File: config.mk
export PLATFORM = sky130hd
export DESIGN_NAME = tcw_ctrl
export DESIGN_NICKNAME = d
export VERILOG_FILES = /design/src/rtl/tcw_pkg.sv /design/src/rtl/tcw_ctrl.sv
export SDC_FILE = /design/constraint.sdc
export NUM_CORES = 1
export LEC_CHECK = 0
export BUFFER_PORTS_ARGS = -buffer_cell sky130_fd_sc_hd__buf_2
export CAP_MARGIN = 20
export CORE_AREA = 2 2 39 41
export CTS_BUF_LIST = sky130_fd_sc_hd__clkbuf_4 sky130_fd_sc_hd__clkbuf_8 sky130_fd_sc_hd__clkbuf_16
export DETAILED_ROUTE_END_ITERATION = 8
export DIE_AREA = 0 0 41 43
export PLACE_DENSITY = 0.64
export SYNTH_ARGS = -nofsm -noshare
export SYNTH_HDL_FRONTEND = slang
export SYNTH_SLANG_ARGS = --single-unit
File: constraint.sdc
create_clock -name clock -period 2.04 [get_ports clock]
set_input_delay 0.102 -clock clock [delete_from_list [all_inputs] [get_ports clock]]
set_output_delay 0.102 -clock clock [all_outputs]
set_load 0.02 [all_outputs]
File: src/rtl/tcw_pkg.sv
// shared types and constants for the text console writer
package tcw_pkg;

   typedef enum logic [1:0] {
      OP_PUT   = 2'd0,
      OP_CLEAR = 2'd1,
      OP_READ  = 2'd2
   } op_type;

   localparam logic [7:0] CH_BACKSPACE = 8'd8;
   localparam logic [7:0] CH_TAB       = 8'd9;
   localparam logic [7:0] CH_NEWLINE   = 8'd10;
   localparam logic [7:0] CH_RETURN    = 8'd13;
   localparam logic [7:0] BLANK_CHAR   = 8'h20;
   localparam logic [7:0] RESET_ATTR   = 8'h0F;
   localparam int         TAB_STOP     = 8;

   typedef enum logic [2:0] {
      ST_INIT,
      ST_IDLE,
      ST_READ,
      ST_COPY,
      ST_DRAIN,
      ST_FILL,
      ST_CLEAR
   } state_type;

   typedef struct packed {
      logic take;
      logic fill_init;
      logic fill_blank;
      logic copy_read;
      logic cnt_clear;
      logic cnt_inc;
      logic cnt_to_last_row;
      logic rsp_load;
      logic rsp_from_ram;
   } cmd_type;

   typedef struct packed {
      logic scroll_needed;
      logic cnt_copy_end;
      logic cnt_end;
      logic rsp_free;
   } status_type;

endpackage

File: src/rtl/tcw_ctrl.sv
// controller state machine: request handshake and screen sweeps
module tcw_ctrl (
   input  logic                 clock,
   input  logic                 reset,
   input  logic                 req_valid,
   input  logic [1:0]           req_op,
   output logic                 req_ready,
   input  tcw_pkg::status_type  status,
   output tcw_pkg::cmd_type     cmd
);

   tcw_pkg::state_type state_ff, state_in;

   always_ff @(posedge clock) begin
      if (reset) begin
         state_ff <= tcw_pkg::ST_INIT;
      end else begin
         state_ff <= state_in;
      end
   end

   always_comb begin
      state_in  = state_ff;
      cmd       = '0;
      req_ready = 1'b0;
      case (state_ff)
         tcw_pkg::ST_INIT: begin
            cmd.fill_init = 1'b1;
            cmd.cnt_inc   = 1'b1;
            if (status.cnt_end) begin
               cmd.cnt_clear = 1'b1;
               state_in      = tcw_pkg::ST_IDLE;
            end
         end
         tcw_pkg::ST_IDLE: begin
            req_ready = status.rsp_free;
            if (req_valid && status.rsp_free) begin
               cmd.take = 1'b1;
               case (tcw_pkg::op_type'(req_op))
                  tcw_pkg::OP_PUT: begin
                     if (status.scroll_needed) begin
                        cmd.cnt_clear = 1'b1;
                        state_in      = tcw_pkg::ST_COPY;
                     end else begin
                        cmd.rsp_load = 1'b1;
                     end
                  end
                  tcw_pkg::OP_CLEAR: begin
                     cmd.cnt_clear = 1'b1;
                     state_in      = tcw_pkg::ST_CLEAR;
                  end
                  tcw_pkg::OP_READ: begin
                     state_in = tcw_pkg::ST_READ;
                  end
                  default: begin
                     cmd.rsp_load = 1'b1;
                  end
               endcase
            end
         end
         tcw_pkg::ST_READ: begin
            cmd.rsp_load     = 1'b1;
            cmd.rsp_from_ram = 1'b1;
            state_in         = tcw_pkg::ST_IDLE;
         end
         tcw_pkg::ST_COPY: begin
            cmd.copy_read = 1'b1;
            cmd.cnt_inc   = 1'b1;
            if (status.cnt_copy_end) begin
               state_in = tcw_pkg::ST_DRAIN;
            end
         end
         tcw_pkg::ST_DRAIN: begin
            // last copy write lands here, then the bottom row is blanked
            cmd.cnt_to_last_row = 1'b1;
            state_in            = tcw_pkg::ST_FILL;
         end
         tcw_pkg::ST_FILL, tcw_pkg::ST_CLEAR: begin
            cmd.fill_blank = 1'b1;
            cmd.cnt_inc    = 1'b1;
            if (status.cnt_end) begin
               cmd.rsp_load = 1'b1;
               state_in     = tcw_pkg::ST_IDLE;
            end
         end
         default: begin
            state_in = tcw_pkg::ST_INIT;
         end
      endcase
   end

endmodule

# Word level (Yosys, flattened, before mapping)
# Index checks and enable logic that the tools add are counted.
classes:
  eq_ne: 13
  muxes: 24
  n_reduce_logical: 8
op_table:
  columns: ["cell", "n"]
  rows:
  - ["$pmux W3 S5", 1]
  - ["$mux W1", 14]
  - ["$mux W3", 4]
  - ["$eq A3 B3 Y1 const B", 3]
  - ["$pmux W3 S3", 1]
  - ["$eq A3 B2 Y1 const B", 2]
  - ["$pmux W1 S2", 3]
  - ["$reduce_and A5 Y1", 1]
  - ["$ne A2 B2 Y1 const B", 2]
  - ["$ne A4 B1 Y1 const B", 1]
  - ["$reduce_or A2 Y1", 2]
  - ["$reduce_or A4 Y1", 1]
  - ["$eq A3 B1 Y1 const B", 1]
  - ["$logic_not A3 Y1", 1]
  - ["$ne A3 B3 Y1 const B", 1]
  - ["$pmux W1 S3", 1]
  - ["$reduce_or A3 Y1", 1]
  - ["$eq A2 B1 Y1 const B", 1]
  - ["$eq A2 B2 Y1 const B", 1]
  - ["$logic_not A2 Y1", 1]
  - ["$ne A2 B1 Y1 const B", 1]
  - ["$logic_and A1 B1 Y1", 1]
word_totals:
  reg_bits: 3
  input_bits: 9
  out_inout_bits: 10

# Depth between registers and ports, before layout
depth:
  word_depth: 5
  depth_mapped: 6
  depth_no_buf: 6

# Least setup slack after synthesis
# OpenSTA, ideal clock, no wires.
synth_path:
  path_kind: "register -> output"
  start: "reg state_ff[1]"
  end: "out cmd[1] (netlist name)"
  arrival_ps: 1550
  required_ps: 1938
  slack_ps: 388
  stages_incl_launch_ff: 7
  path_cell_list: "dfxtp_1 -> inv_1 -> ha_1 -> nor2_1 -> nor2_1 -> a221oi_1 -> nor2b_1"
synth_rtl:
  columns: ["item", "line_no", "text"]
  rows:
  - ["from (decl)", "tcw_ctrl.sv:12", "tcw_pkg::state_type state_ff, state_in;"]
  - ["from (signal assigned)", "tcw_ctrl.sv:16", "state_ff <= tcw_pkg::ST_INIT;"]
  - ["from (signal assigned)", "tcw_ctrl.sv:18", "state_ff <= state_in;"]
  - ["to (decl)", "tcw_ctrl.sv:9", "output tcw_pkg::cmd_type cmd"]

==> reports/results.ini <==
[worst_setup_path]
critPathMaxFanout=6
r2r_slack_ps=420
startpoint=state_ff[1]
crit_arrival_ps=1680
cp.required_ps=1940
reg2reg_from=state_ff[1]
cp-start-kind=flip-flop
critPathKind=reg2out
worstRegToRegCells=6
setup.worst_path.end=cmd[1]
endpoint_kind=primary output
reg2reg_to=state_ff[0]

[power_and_ir_drop]
irDropWorstVdd_uv=288
finalPower_uw=503
p_leak_nw=0.291
p_per_area_mw_per_mm2=927

[routing]
routedWlPerCell_um=10.3
dr.pass1.iters=1
drtIter0Drc=0
drc=0
finalWirelength_um=924
final_antenna_net_count=0
num_vias=415
via_per_inst=4.61

[clock_network]
root_buffer=clkbuf_4
cts_sinks=3
cts_buffers=3
post_cts_buffers=0
clkTransAtPathRegs_ps=30
cts_resized=0
postCtsHoldBufs=0
htreeDepth=1
cts_tree=yes
clock_path_buffers=2
clock_latency_ps=230

[yosys]
yosys_warnings=0
synthesis.area_um2=410
syn_avg_cell_area_um2=7.74
synth_seq_cells=3
ys_seq_area_frac=0.146
synth.distinct_cells=23
syn_inst=53
syn-num-nets=69

[outcome]
status=completed

[timing]
setup_violations=0
worstMarginPinSlew_ps=287
drv_slew=0
finClkSkew_ps=8.03
grt_setup_unrepaired=false
finalHoldViolations=0
period_needed_ps=1780
period_share=0.874
setup_ws_ps=256
relSlewSlack=0.808
fin_setup_tns_ps=0
hold_slack_ps=108
maxClockFrequency_mhz=561

[floorplan]
io_pins=19
coreArea_mm2=0.00138
rows=14
die_height_um=43
die-area_mm2=0.00176
die_x_um=41
start_util=0.297

[global_routing]
grt_pass1_wl_um=1440
grtUsageMet1=0.128
met3_usage=0.0628
grt_usage=0.120
antenna_found_initial=0
grt-ovfl-total=0
grt_max_degree=11
busiest_layer=met2
grt_pass1_vias=387
grtUsageMet2=0.203

[place]
port-buffer-count=18
post-dp-hpwl_um=770
pre_cts_ws_ps=440
placed_cell_area_um2=513
gp_congestion=0.697

[layout]
finalInstanceArea_um2=543
final_common_cell=buf_2
drive_gt1_frac=0.405
layout-area-overhead-vs-synth_pct=32.3
fill_cells=155
regMostFlops=state_ff
seqCellArea_um2=60.1
multi_input_area_um2=317
final_cell_mix=buf_2 (18), nor2_1 (9), inv_1 (7), ha_1 (7)
num-nets-final=91
reg.largest.list=state_ff x3
largest_reg_flops=3
diodes=0

[worst_hold_path]
hold_path_class=in2reg
hp-start=reset

[flow_run]
maxCapViolations=0

how the worst min path moves through the flow:
stage	endpoint	depth (start not counted)
after floorplan	state_ff[1]	1
after global placement	state_ff[1]	2
after detailed placement	state_ff[1]	2
after CTS	state_ff[1]	2
after global routing	state_ff[1]	2
final	state_ff[1]	2
cells in the mapped netlist, drive strengths merged:
| cell | number | area [um2] |
|---|---|---|
| nor2b | 2 | 12.5 |
| and2b | 2 | 17.5 |
| or3 | 1 | 6.26 |
| nand2b | 1 | 8.76 |
| mux2 | 1 | 15.0 |
| inv | 7 | 26.3 |
| nand2 | 3 | 11.3 |
| and3 | 1 | 6.26 |
| nor3b | 1 | 12.5 |
| ha | 7 | 87.6 |
| o21bai | 1 | 7.51 |
| nor2 | 9 | 33.8 |
| buf | 1 | 7.51 |
| a211oi | 1 | 7.51 |
| o31ai | 2 | 15.0 |
| o21ai | 2 | 13.8 |
| a21oi | 4 | 20.0 |
| mux2i | 1 | 10.0 |
| dfxtp | 3 | 60.1 |
| a221oi | 1 | 8.76 |
| a2bb2oi | 1 | 15.0 |
| and2 | 1 | 7.51 |
worst max-delay path: stages, from the launching register on:
cell and delay [ps]:
dfxtp_1 370, inv_1 80, ha_1 260, nor2_1 110, nor2_1 80, a221oi_1 320
nor2b_1 80, buf_2 160
report_power, final:
group / switching [mW] / internal [mW]
clock network: 0.0314 / 0.0866
registers: 0.0126 / 0.0713
logic: 0.175 / 0.126
stage by stage:
step	utilization	instances
4_1_cts	0.392	90
5_1_grt	0.392	90
2_1_floorplan	-	53
6_report	0.392	90
3_3_place_gp	0.371	86
3_5_place_dp	0.371	86
final cells by class:
cell class | count | area share
tap | 16 | 0.0369
inverter | 7 | 0.0484
multi-input combinational | 42 | 0.583
sequential | 3 | 0.111
timing repair buffer | 18 | 0.166
clock buffer | 4 | 0.0553
cells by family after synthesis:
kind of cell | count (synthesis) | share of synthesized area
fa+ha+maj | 7 | 0.213
simple gates | 21 | 0.284
buf+inv | 8 | 0.0823
flops | 3 | 0.146
mux | 2 | 0.0610
compound gates | 12 | 0.213
layer usage:
metal / part of all wire / wire, um
met5: 0 / 0
met1: 0.45 / 412
met3: 0.030 / 28
met4: 0 / 0
met2: 0.52 / 482
(Power assumes the default switching activity.)
